$ cat src/hdl/svt_pkg.sv
// ----------------------------------------------------------------------------
// svt_pkg
// Request and response types, action and status codes and sequencer states
// shared by the sorted value table.
// ----------------------------------------------------------------------------
package svt_pkg;

    localparam logic [1:0] ACT_INSERT = 2'd0;
    localparam logic [1:0] ACT_REMOVE = 2'd1;
    localparam logic [1:0] ACT_READ   = 2'd2;

    localparam logic [1:0] ST_OK        = 2'd0;
    localparam logic [1:0] ST_FULL      = 2'd1;
    localparam logic [1:0] ST_NOT_FOUND = 2'd2;
    localparam logic [1:0] ST_RANGE     = 2'd3;

    typedef struct packed {
        logic [1:0]         action;
        logic signed [31:0] value;
        logic [3:0]         position;
    } req_t;

    typedef struct packed {
        logic [1:0]         status;
        logic [4:0]         entry_count;
        logic signed [31:0] read_value;
    } rsp_t;

    typedef enum logic [2:0] {
        S_IDLE,
        S_INS_SCAN,
        S_INS_PUT,
        S_REM_SCAN,
        S_RD_WAIT,
        S_FINISH
    } state_t;

endpackage

$ cat src/hdl/svt_mem.sv
// ----------------------------------------------------------------------------
// svt_mem
// Entry store: one write port, one read port, read data registered.
// ----------------------------------------------------------------------------
module svt_mem
    import svt_pkg::*;
#(
    parameter int DEPTH = 16,
    localparam int AW = $clog2(DEPTH)
)
(
    input  logic                clk,
    input  logic                we,
    input  logic [AW-1:0]       waddr,
    input  logic signed [31:0]  wdata,
    input  logic [AW-1:0]       raddr,
    output logic signed [31:0]  rdata
);

    logic signed [31:0] mem [DEPTH];
    logic signed [31:0] rdata_reg;

    always_ff @(posedge clk)
    begin
        if (we)
        begin
            mem[waddr] <= wdata;
        end
        rdata_reg <= mem[raddr];
    end

    assign rdata = rdata_reg;

endmodule

$ cat src/hdl/svt_ctrl.sv
// ----------------------------------------------------------------------------
// svt_ctrl
// Sequencer: scans the entry store one entry per cycle, shifting entries up
// for insert and down for remove, and builds the response.
// ----------------------------------------------------------------------------
module svt_ctrl
    import svt_pkg::*;
#(
    parameter int DEPTH = 16,
    localparam int AW = $clog2(DEPTH),
    localparam int CW = $clog2(DEPTH + 1),
    localparam int PW = (CW > 4) ? CW : 4
)
(
    input  logic                clk,
    input  logic                rst_n,
    input  logic                req_valid,
    output logic                req_stall,
    input  req_t                req,
    output logic                done,
    input  logic                take,
    output rsp_t                result,
    output logic                mem_we,
    output logic [AW-1:0]       mem_waddr,
    output logic signed [31:0]  mem_wdata,
    output logic [AW-1:0]       mem_raddr,
    input  logic signed [31:0]  mem_rdata
);

    state_t             state_reg, state_next;
    logic [CW-1:0]      count_reg, count_next;
    logic [CW-1:0]      idx_reg, idx_next;
    logic               found_reg, found_next;
    logic signed [31:0] val_reg, val_next;
    logic [1:0]         status_reg, status_next;
    logic signed [31:0] rv_reg, rv_next;

    logic [CW-1:0]      cnt_dec;
    logic [CW-1:0]      idx_dec;
    logic [CW-1:0]      idx_dec2;
    logic [CW-1:0]      idx_inc;
    logic [PW-1:0]      pos_ext;
    logic [PW-1:0]      cnt_ext;
    logic               hit;

    assign cnt_dec  = count_reg - 1'b1;
    assign idx_dec  = idx_reg - 1'b1;
    assign idx_dec2 = idx_reg - 2'd2;
    assign idx_inc  = idx_reg + 1'b1;
    assign pos_ext  = PW'(req.position);
    assign cnt_ext  = PW'(count_reg);
    assign hit      = (mem_rdata == val_reg);

    always_ff @(posedge clk or negedge rst_n)
    begin
        if (!rst_n)
        begin
            state_reg <= S_IDLE;
            count_reg <= '0;
        end
        else
        begin
            state_reg <= state_next;
            count_reg <= count_next;
        end
    end

    always_ff @(posedge clk)
    begin
        idx_reg    <= idx_next;
        found_reg  <= found_next;
        val_reg    <= val_next;
        status_reg <= status_next;
        rv_reg     <= rv_next;
    end

    always_comb
    begin
        state_next  = state_reg;
        count_next  = count_reg;
        idx_next    = idx_reg;
        found_next  = found_reg;
        val_next    = val_reg;
        status_next = status_reg;
        rv_next     = rv_reg;
        mem_we      = 1'b0;
        mem_waddr   = idx_reg[AW-1:0];
        mem_wdata   = val_reg;
        mem_raddr   = '0;
        req_stall   = (state_reg != S_IDLE);
        done        = 1'b0;

        case (state_reg)
            S_IDLE:
            begin
                if (req_valid)
                begin
                    val_next    = req.value;
                    status_next = ST_OK;
                    rv_next     = '0;
                    case (req.action)
                        ACT_INSERT:
                        begin
                            if (count_reg == CW'(DEPTH))
                            begin
                                status_next = ST_FULL;
                                state_next  = S_FINISH;
                            end
                            else if (count_reg == '0)
                            begin
                                mem_we     = 1'b1;
                                mem_waddr  = '0;
                                mem_wdata  = req.value;
                                count_next = CW'(1);
                                state_next = S_FINISH;
                            end
                            else
                            begin
                                // scan from the top entry downward
                                mem_raddr  = cnt_dec[AW-1:0];
                                idx_next   = count_reg;
                                state_next = S_INS_SCAN;
                            end
                        end
                        ACT_REMOVE:
                        begin
                            if (count_reg == '0)
                            begin
                                status_next = ST_NOT_FOUND;
                                state_next  = S_FINISH;
                            end
                            else
                            begin
                                mem_raddr  = '0;
                                idx_next   = '0;
                                found_next = 1'b0;
                                state_next = S_REM_SCAN;
                            end
                        end
                        ACT_READ:
                        begin
                            if (pos_ext < cnt_ext)
                            begin
                                mem_raddr  = pos_ext[AW-1:0];
                                state_next = S_RD_WAIT;
                            end
                            else
                            begin
                                status_next = ST_RANGE;
                                state_next  = S_FINISH;
                            end
                        end
                        default:
                        begin
                            state_next = S_FINISH;
                        end
                    endcase
                end
            end

            S_INS_SCAN:
            begin
                // rdata holds entry idx-1
                if (!(mem_rdata < val_reg))
                begin
                    mem_we    = 1'b1;
                    mem_waddr = idx_reg[AW-1:0];
                    mem_wdata = mem_rdata;
                    idx_next  = idx_dec;
                    if (idx_reg == CW'(1))
                    begin
                        state_next = S_INS_PUT;
                    end
                    else
                    begin
                        mem_raddr = idx_dec2[AW-1:0];
                    end
                end
                else
                begin
                    mem_we     = 1'b1;
                    mem_waddr  = idx_reg[AW-1:0];
                    mem_wdata  = val_reg;
                    count_next = count_reg + 1'b1;
                    state_next = S_FINISH;
                end
            end

            S_INS_PUT:
            begin
                mem_we     = 1'b1;
                mem_waddr  = idx_reg[AW-1:0];
                mem_wdata  = val_reg;
                count_next = count_reg + 1'b1;
                state_next = S_FINISH;
            end

            S_REM_SCAN:
            begin
                // rdata holds entry idx; once the match is passed, shift down
                if (found_reg)
                begin
                    mem_we    = 1'b1;
                    mem_waddr = idx_dec[AW-1:0];
                    mem_wdata = mem_rdata;
                end
                found_next = found_reg | hit;
                if (idx_inc == count_reg)
                begin
                    if (found_reg | hit)
                    begin
                        count_next = cnt_dec;
                    end
                    else
                    begin
                        status_next = ST_NOT_FOUND;
                    end
                    state_next = S_FINISH;
                end
                else
                begin
                    mem_raddr = idx_inc[AW-1:0];
                    idx_next  = idx_inc;
                end
            end

            S_RD_WAIT:
            begin
                rv_next    = mem_rdata;
                state_next = S_FINISH;
            end

            S_FINISH:
            begin
                done = 1'b1;
                if (take)
                begin
                    state_next = S_IDLE;
                end
            end

            default:
            begin
                state_next = S_IDLE;
            end
        endcase
    end

    assign result.status      = status_reg;
    assign result.entry_count = 5'(count_reg);
    assign result.read_value  = rv_reg;

    a_count_bound: assert property (@(posedge clk) disable iff (!rst_n)
        count_reg <= CW'(DEPTH))
        else $error("entry count exceeds table depth");

    a_put_grows: assert property (@(posedge clk) disable iff (!rst_n)
        state_reg == S_INS_PUT |=> count_reg == $past(count_reg) + 1'b1)
        else $error("insert at head did not grow the count");

    a_rem_shift: assert property (@(posedge clk) disable iff (!rst_n)
        (state_reg == S_REM_SCAN && mem_we) |-> found_reg)
        else $error("remove shifted entries before the match");

    a_read_wait: assert property (@(posedge clk) disable iff (!rst_n)
        state_reg == S_RD_WAIT |-> $past(state_reg) == S_IDLE)
        else $error("read wait not entered from idle");

endmodule

$ cat src/hdl/sorted_value_table_core.sv
// ----------------------------------------------------------------------------
// sorted_value_table_core
// Sorted table of up to DEPTH signed 32-bit values with insert, remove and
// positional read.
// ----------------------------------------------------------------------------
// Usage:
//   Requests arrive on req_valid / req_stall / req, responses leave on
//   rsp_valid / rsp_stall / rsp. A transfer happens at a clock edge with
//   valid high and stall low. Every request gives exactly one response.
//   Insert scans the stored entries from the top down, moving each entry
//   not smaller than the new value up one slot; remove scans from the
//   bottom up and moves entries above the match down one slot. Both go
//   through the single entry memory at one entry per cycle. The next
//   request is taken once the sequencer has handed its response to the
//   output register. Reset empties the table at once; no memory clearing
//   pass is needed. When the receiver stalls, the response holds in the
//   output register while the next request is already taken and worked
//   on; its response waits in the sequencer until the register frees.
// ----------------------------------------------------------------------------
module sorted_value_table_core
    import svt_pkg::*;
#(
    parameter int DEPTH = 16
)
(
    input  logic clk,
    input  logic rst_n,
    input  logic req_valid,
    output logic req_stall,
    input  req_t req,
    output logic rsp_valid,
    input  logic rsp_stall,
    output rsp_t rsp
);

    localparam int AW = $clog2(DEPTH);

    logic               mem_we;
    logic [AW-1:0]      mem_waddr;
    logic signed [31:0] mem_wdata;
    logic [AW-1:0]      mem_raddr;
    logic signed [31:0] mem_rdata;
    logic               done;
    logic               load;
    rsp_t               result;
    rsp_t               rsp_reg;
    logic               rsp_valid_reg, rsp_valid_next;

    svt_mem #(.DEPTH(DEPTH)) u_mem (
        .clk   (clk),
        .we    (mem_we),
        .waddr (mem_waddr),
        .wdata (mem_wdata),
        .raddr (mem_raddr),
        .rdata (mem_rdata)
    );

    svt_ctrl #(.DEPTH(DEPTH)) u_ctrl (
        .clk       (clk),
        .rst_n     (rst_n),
        .req_valid (req_valid),
        .req_stall (req_stall),
        .req       (req),
        .done      (done),
        .take      (load),
        .result    (result),
        .mem_we    (mem_we),
        .mem_waddr (mem_waddr),
        .mem_wdata (mem_wdata),
        .mem_raddr (mem_raddr),
        .mem_rdata (mem_rdata)
    );

    // load when the output register is empty or being drained
    assign load = done && (!rsp_valid_reg || !rsp_stall);

    always_comb
    begin
        rsp_valid_next = rsp_valid_reg;
        if (load)
        begin
            rsp_valid_next = 1'b1;
        end
        else if (!rsp_stall)
        begin
            rsp_valid_next = 1'b0;
        end
    end

    always_ff @(posedge clk or negedge rst_n)
    begin
        if (!rst_n)
        begin
            rsp_valid_reg <= 1'b0;
        end
        else
        begin
            rsp_valid_reg <= rsp_valid_next;
        end
    end

    always_ff @(posedge clk)
    begin
        if (load)
        begin
            rsp_reg <= result;
        end
    end

    assign rsp_valid = rsp_valid_reg;
    assign rsp       = rsp_reg;

endmodule
$ cat config.mk
export PLATFORM = sky130hd
export DESIGN_NAME = sorted_value_table_core
export DESIGN_NICKNAME = d
export VERILOG_FILES = /design/src/hdl/svt_pkg.sv /design/src/hdl/svt_mem.sv /design/src/hdl/svt_ctrl.sv /design/src/hdl/sorted_value_table_core.sv
export SDC_FILE = /design/constraint.sdc
export NUM_CORES = 1
export LEC_CHECK = 0
export ABC_AREA = 1
export BUFFER_PORTS_ARGS = -buffer_cell sky130_fd_sc_hd__buf_2
export CORE_ASPECT_RATIO = 1.5
export CORE_MARGIN = 2
export CORE_UTILIZATION = 35
export CTS_CLUSTER_DIAMETER = 100
export DETAILED_ROUTE_END_ITERATION = 10
export PLACE_DENSITY_LB_ADDON = 0.25
export REMOVE_ABC_BUFFERS = 1
export SLEW_MARGIN = 0
export SYNTH_ARGS = -nofsm -noshare
export SYNTH_HDL_FRONTEND = slang
export SYNTH_HIERARCHICAL = 1
export SYNTH_SLANG_ARGS = --single-unit
$ cat constraint.sdc
create_clock -name clk -period 4.55 [get_ports clk]
set_clock_uncertainty 0.2 [all_clocks]
set_input_delay 0.455 -clock clk [delete_from_list [all_inputs] [get_ports clk]]
set_output_delay 0.455 -clock clk [all_outputs]
set_load 0.01 [all_outputs]
# Word level (Yosys, flattened, before mapping)
# Memory sizes are Yosys's and may differ from the RTL's. A register that Yosys moved wholly into a read port is not among the register bits.
# Cells that the tools add are included.
[totals]
out_inout_bits = 41
mem_bits_rw = 512
in_bits = 42
n_memories = 1
reg_bits = 120
elab_cells = 145
[op_classes]
n_bitwise = 1
addsub = 5
eq_ne = 30
n_mux = 74
n_reduce_logical = 21
order_cmp = 2
[mem_list]
columns = ["name", "depth", "word_bits", "rd", "rd_clocked_by_memory_dff", "write_ports", "line_no", "rtl"]
rows = [
  ["u_mem.mem", 16, 32, 1, 1, 1, "svt_mem.sv:20", "logic signed [31:0] mem [DEPTH];"],
]
[op_table]
columns = ["operator", "count"]
rows = [
  ["$mux 32", 7],
  ["$pmux 32 s3", 1],
  ["$mux 5", 13],
  ["$pmux 32 s2", 1],
  ["$mux 4", 12],
  ["$eq 32x32->1", 1],
  ["$lt 32x32->1", 1],
  ["$mux 3", 8],
  ["$pmux 5 s4", 1],
  ["$ne 2x2->1 const B", 9],
  ["$pmux 4 s2", 2],
  ["$reduce_and 8->1", 2],
  ["$mux 1", 15],
  ["$pmux 3 s5", 1],
  ["$pmux 5 s3", 1],
  ["$ne 3x3->1 const B", 4],
  ["$pmux 4 s3", 1],
  ["$reduce_and 4->1", 3],
  ["$add 5x1->5 const B", 2],
  ["$mux 2", 5],
  ["$ne 2x1->1 const B", 5],
  ["$pmux 5 s2", 1],
  ["$sub 5x1->5 const B", 2],
  ["$pmux 3 s3", 1],
  ["other kinds (27)", 34],
]

# Logic depth before layout (Yosys ltp)
[logic_depth]
ltp_word = 8
mapped_depth = 28
ltp_nobuf = 25

# Cells and area by module
# Netlist, hierarchy kept.
[modules_own_cells]
columns = ["module", "seq_area_each_um2", "instances", "cells_per_inst", "area_per_inst_um2"]
rows = [
  ["svt_mem", 16015.4, 1, 2121, 22738.1],
  ["svt_ctrl", 2362.3, 1, 691, 5600.4],
  ["sorted_value_table_core", 1196.1, 1, 44, 1216.2],
]

# Worst setup path after synthesis
# OpenSTA, ideal clock, no wires.
[synth_path]
path_type = "register to register"
from = "register u_ctrl.state_reg[1]"
to = "memory u_mem.mem[11][0] (enable)"
slack_ns = 0.594
arrival_ns = 3.335
path_stages_with_launch = 10
path_buffers = 0
path_cell_list = "dfrtp_1 -> nor2_2 -> inv_2 -> nor2_8 -> inv_2 -> nor2_4 -> nand2_1 -> nand3_1 -> nand3_1 -> nor2_1"
[synth_between]
elab_chain_len = 5
elab_cells_between_ends = 9
classes_between = "3 x eq/ne; 4 x mux; 2 x reduce/logical"
[synth_lines]
columns = ["item", "line_no", "rtl"]
rows = [
  ["start: declaration", "svt_ctrl.sv:30", "state_t state_reg, state_next;"],
  ["start signal: assignment", "svt_ctrl.sv:63", "state_reg <= state_next;"],
  ["$eq 3x2->1 / $eq 3x1->1 (equally long branches)", "svt_ctrl.sv:93", "case (state_reg)"],
  ["$reduce_or 2->1 (no line)", "-", ""],
  ["$pmux 1 s3 (*)", "svt_ctrl.sv:93", ""],
  ["named net mem_we", "sorted_value_table_core.sv:38", "logic mem_we;"],
  ["$mux 1 (*)", "svt_mem.sv:25", "if (we)"],
  ["$mux 1 (implied by the code) (*)", "svt_mem.sv:27", "mem[waddr] <= wdata;"],
  ["end: declaration", "svt_mem.sv:20", ""],
]
# The timed path passes the listed nets; every way through them passes the cells marked *.

# Final worst setup path
[layout_path]
from = "register u_ctrl.val_reg[31]"
to = "register u_mem.rdata_reg[23] (netlist: u_mem/rdata[23]), read port of u_mem.mem"
[layout_between]
elab_chain_len = 3
[layout_lines]
columns = ["item", "line_no", "rtl"]
rows = [
  ["start: declaration", "svt_ctrl.sv:34", "logic signed [31:0] val_reg, val_next;"],
  ["start signal: assignment", "svt_ctrl.sv:72", "val_reg <= val_next;"],
  ["$lt 32x32->1", "svt_ctrl.sv:164", "if (!(mem_rdata < val_reg))"],
  ["$mux 4", "svt_ctrl.sv:164", ""],
  ["$pmux 4 s3", "svt_ctrl.sv:93", ""],
  ["named net mem_raddr[0]", "sorted_value_table_core.sv:41", "logic [AW-1:0] mem_raddr;"],
  ["end: declaration", "svt_mem.sv:21", "logic signed [31:0] rdata_reg;"],
]
# The timed path passes the listed nets, and every way through them passes these cells.
# A chain may end at the register's enable or synchronous reset.

==> impl_metrics.env <==
export IMPL_post_route_util_pct=40.7
export IMPL_wl_per_cell_um=19.9
export IMPL_finalWorstSetupSlack_ns=0.540
export IMPL_pwr_share_seq_pct=40.2
export IMPL_grt_pass1_vias=19200
export IMPL_final_nets=3064
export IMPL_cap_violations=0
export IMPL_synth_seq_cells=664
export IMPL_dp_slack_ns=0.630
export IMPL_insertion_delay_ns=0.62
export IMPL_hold_class="in2async"
export IMPL_grt_max_degree=124
export IMPL_rsz0062_at_grt="no"
export IMPL_start_util_pct=35.3
export IMPL_area_delta_synth_final_pct=15.2
export IMPL_power_mw=24.7
export IMPL_cts_buffers=67
export IMPL_port_buffers=82
export IMPL_clock_sinks=664
export IMPL_yosys_area_top_type="edfxtp_1"
export IMPL_netSwitchingPower_mw=9.65
export IMPL_synth_edff_count=623
export IMPL_synthTopCellsByArea="edfxtp_1 (63%), nand2_1 (11%), nand3_1 (7.7%)"
export IMPL_vias=20100
export IMPL_wirelength_mm=82.6
export IMPL_async_reset_ff_share_pct=1.36
export IMPL_cts_tree="done"
export IMPL_clk_pin_slew_ns=0.07
export IMPL_status="finished, final reports clean"
export IMPL_fmax_mhz=249
export IMPL_fin_hold_ws_ns=0.0294
export IMPL_combPwrFrac_pct=37.3
export IMPL_reg2regPathDepth=20
export IMPL_final_hold_violation_count=0
export IMPL_coreArea_um2=83800
export IMPL_rows=130
export IMPL_synth_most_common_cell="nand2_1"
export IMPL_die_h_um=360
export IMPL_worstMarginPinSlew_ns=0.924
export IMPL_cts_buffer_depth=3
export IMPL_htree_levels=3
export IMPL_antenna_found_initial=1
export IMPL_viasPerCell=4.83
export IMPL_grtUsageMet2_pct=33.0
export IMPL_maxSlewHeadroom_pct=38.3
export IMPL_grt_ovfl_total=0
export IMPL_grt_busiest_layer="met2"
export IMPL_synth_seq_area_share_pct=66.2
export IMPL_critPathLaunchType="flip-flop"
export IMPL_yosys_cell_types_count=46
export IMPL_firstDrtPassIters=6
export IMPL_fill_cells=8016
export IMPL_dr_first_iter_drc_count=1673
export IMPL_period_needed_ns=4.01
export IMPL_synthTopCellsByCount="nand2_1 (838), edfxtp_1 (623), inv_1 (504)"
export IMPL_finalCritPeriodShare_pct=88.1
export IMPL_required_ns=4.85
export IMPL_power_density_nw_per_um2=724
export IMPL_drc=0
export IMPL_ir_drop_mv=0.534
export IMPL_final_area_um2=34100
export IMPL_leakagePower_nw=14.4
export IMPL_n_antenna_cell=0
export IMPL_grt_met1_usage_pct=24.2
export IMPL_path_class="reg2reg"
export IMPL_drv_slew=0
export IMPL_antenna_left=0
export IMPL_synth_cells=2856
export IMPL_clockRootBuffer="clkbuf_16"
export IMPL_chipWidth_um=241
export IMPL_ys_flop_type="edfxtp_1"
export IMPL_clock_power_share_pct=22.5
export IMPL_use_met3_pct=3.06
export IMPL_io_pins=83
export IMPL_gp_congestion=0.851
export IMPL_syn_cell_area_um2=29600
export IMPL_critPathMaxFanout=41
export IMPL_finalSetupViolCount=0
export IMPL_die_area_um2=86800
export IMPL_placed_cell_area_um2=31500
export IMPL_endpoint_kind="flip-flop"
export IMPL_synth_warnings=6
export IMPL_track_usage_pct=19.1
export IMPL_synth_top_area_share_pct=63.3
export IMPL_power_share_switching_pct=39.2
export IMPL_largest_reg_flops=512
export IMPL_p_int_mw=15.0
export IMPL_drive_gt1_share_pct=9.80
export IMPL_syn_area_per_cell_um2=10.3
export IMPL_dp_hpwl_mm=49.0
export IMPL_grt_pass1_wl_mm=123
export IMPL_cp_arrival_ns=4.31
[kinds of logic (layout without fill, tap and decap cells)]
family          Yosys count  in the layout  share of synthesized area [%]
fa+ha+maj                43             43                           1.82
compound gates          106            106                           2.24
xor+xnor                 10             10                          0.296
simple gates           1396           1396                           20.1
buf+inv                 637            812                           9.31
flops                   664            664                           66.2
[stage by stage]
stage	setup TNS [ns]	std cells
detailed placement	0	3998
finish	0	4153
floorplan	-202.81	2730
global placement	0	3998
CTS	0	4153
global route	0	4153
[layout by cell type, fill, tap and decap left out, types with 3 or more instances in the layout]
| cell type | count |
|---|---|
| a21oi_1 | 31 |
| a22oi_1 | 28 |
| buf_12 | 26 |
| buf_2 | 82 |
| buf_4 | 38 |
| bufinv_16 | 4 |
| clkbuf_1 | 20 |
| clkbuf_16 | 71 |
| clkbuf_8 | 6 |
| clkinv_1 | 5 |
| clkinv_2 | 8 |
| clkinvlp_4 | 4 |
| dfrtp_1 | 9 |
| dfxtp_1 | 32 |
| dlygate4sd3_1 | 34 |
| edfxtp_1 | 623 |
| ha_1 | 43 |
| inv_1 | 501 |
| inv_2 | 8 |
| nand2_1 | 838 |
| nand2_2 | 5 |
| nand3_1 | 449 |
| nand3_4 | 4 |
| nand4_1 | 5 |
| nor2_1 | 59 |
| nor2_2 | 5 |
| nor2_4 | 21 |
| nor3_1 | 3 |
| o211ai_1 | 4 |
| o21ai_0 | 18 |
| o21ai_1 | 5 |
| o22ai_1 | 7 |
| xor2_1 | 9 |
[repair_timing]
action / CTS / global route
setup buffers: 0 / 0
hold buffers: 34 / 0
hold endpoints to repair: 42 / 0
gates resized for setup: 0 / 0
[path summary, 6_finish.rpt]
path / from / to / slack (ns)
max reg2reg: u_ctrl/val_reg[31] / u_mem/rdata[23] / 0.54
min: rst_n / u_ctrl/state_reg[1] / 0.03
max in group asynchronous: rst_n / u_ctrl/cnt_ext[2] / 3.91
max: u_ctrl/val_reg[31] / u_mem/rdata[23] / 0.54
min in group clk: req[37] / u_ctrl/state_reg[2] / 0.16
min reg2reg: u_ctrl/rv_reg[5] / rsp[5] / 0.22
[power by group through the flow]
stage | Clock, mW | Combinational (mW) | Sequential, mW
2_1_floorplan | 0 | 5.67 | 9.88
3_3_place_gp | 0 | 9.18 | 10.0
3_5_place_dp | 0 | 9.22 | 10.1
4_1_cts | 5.67 | 9.26 | 9.93
5_1_grt | 5.90 | 10.2 | 10.0
6_report | 5.55 | 9.19 | 9.92
[critical path, stage by stage, from the launching register on]
cell,delay [ns]
edfxtp_1,0.35
inv_1,0.08
ha_1,0.43
nand2_1,0.17
nor3_2,0.35
nand2_1,0.11
nor2_2,0.13
nand2_2,0.09
nand2_2,0.10
nand2_2,0.08
nand4_1,0.18
inv_1,0.13
nand2_1,0.12
nand3_4,0.16
inv_8,0.30
buf_4,0.35
nand2_1,0.15
nand3_1,0.10
nand3_1,0.12
nand3_1,0.10
nand2_1,0.06
[cell type report]
| type | instances | area [um2] | area share (%) |
|---|---|---|---|
| Clock buffer | 97 | 1930 | 5.68 |
| Inverter | 511 | 1930 | 5.66 |
| Tap cell | 1122 | 1400 | 4.12 |
| Multi-Input combinational cell | 1555 | 7410 | 21.8 |
| Clock inverter | 24 | 243 | 0.713 |
| Sequential cell | 664 | 19600 | 57.5 |
| Timing Repair Buffer | 180 | 1560 | 4.57 |
[metal layers]
metal	share of wire, %	wire, um
met1	41	34300
met2	50	41500
met3	5.4	4490
met5	0	0
met4	2.9	2410
Note: power is estimated with default switching activity, not from simulation.
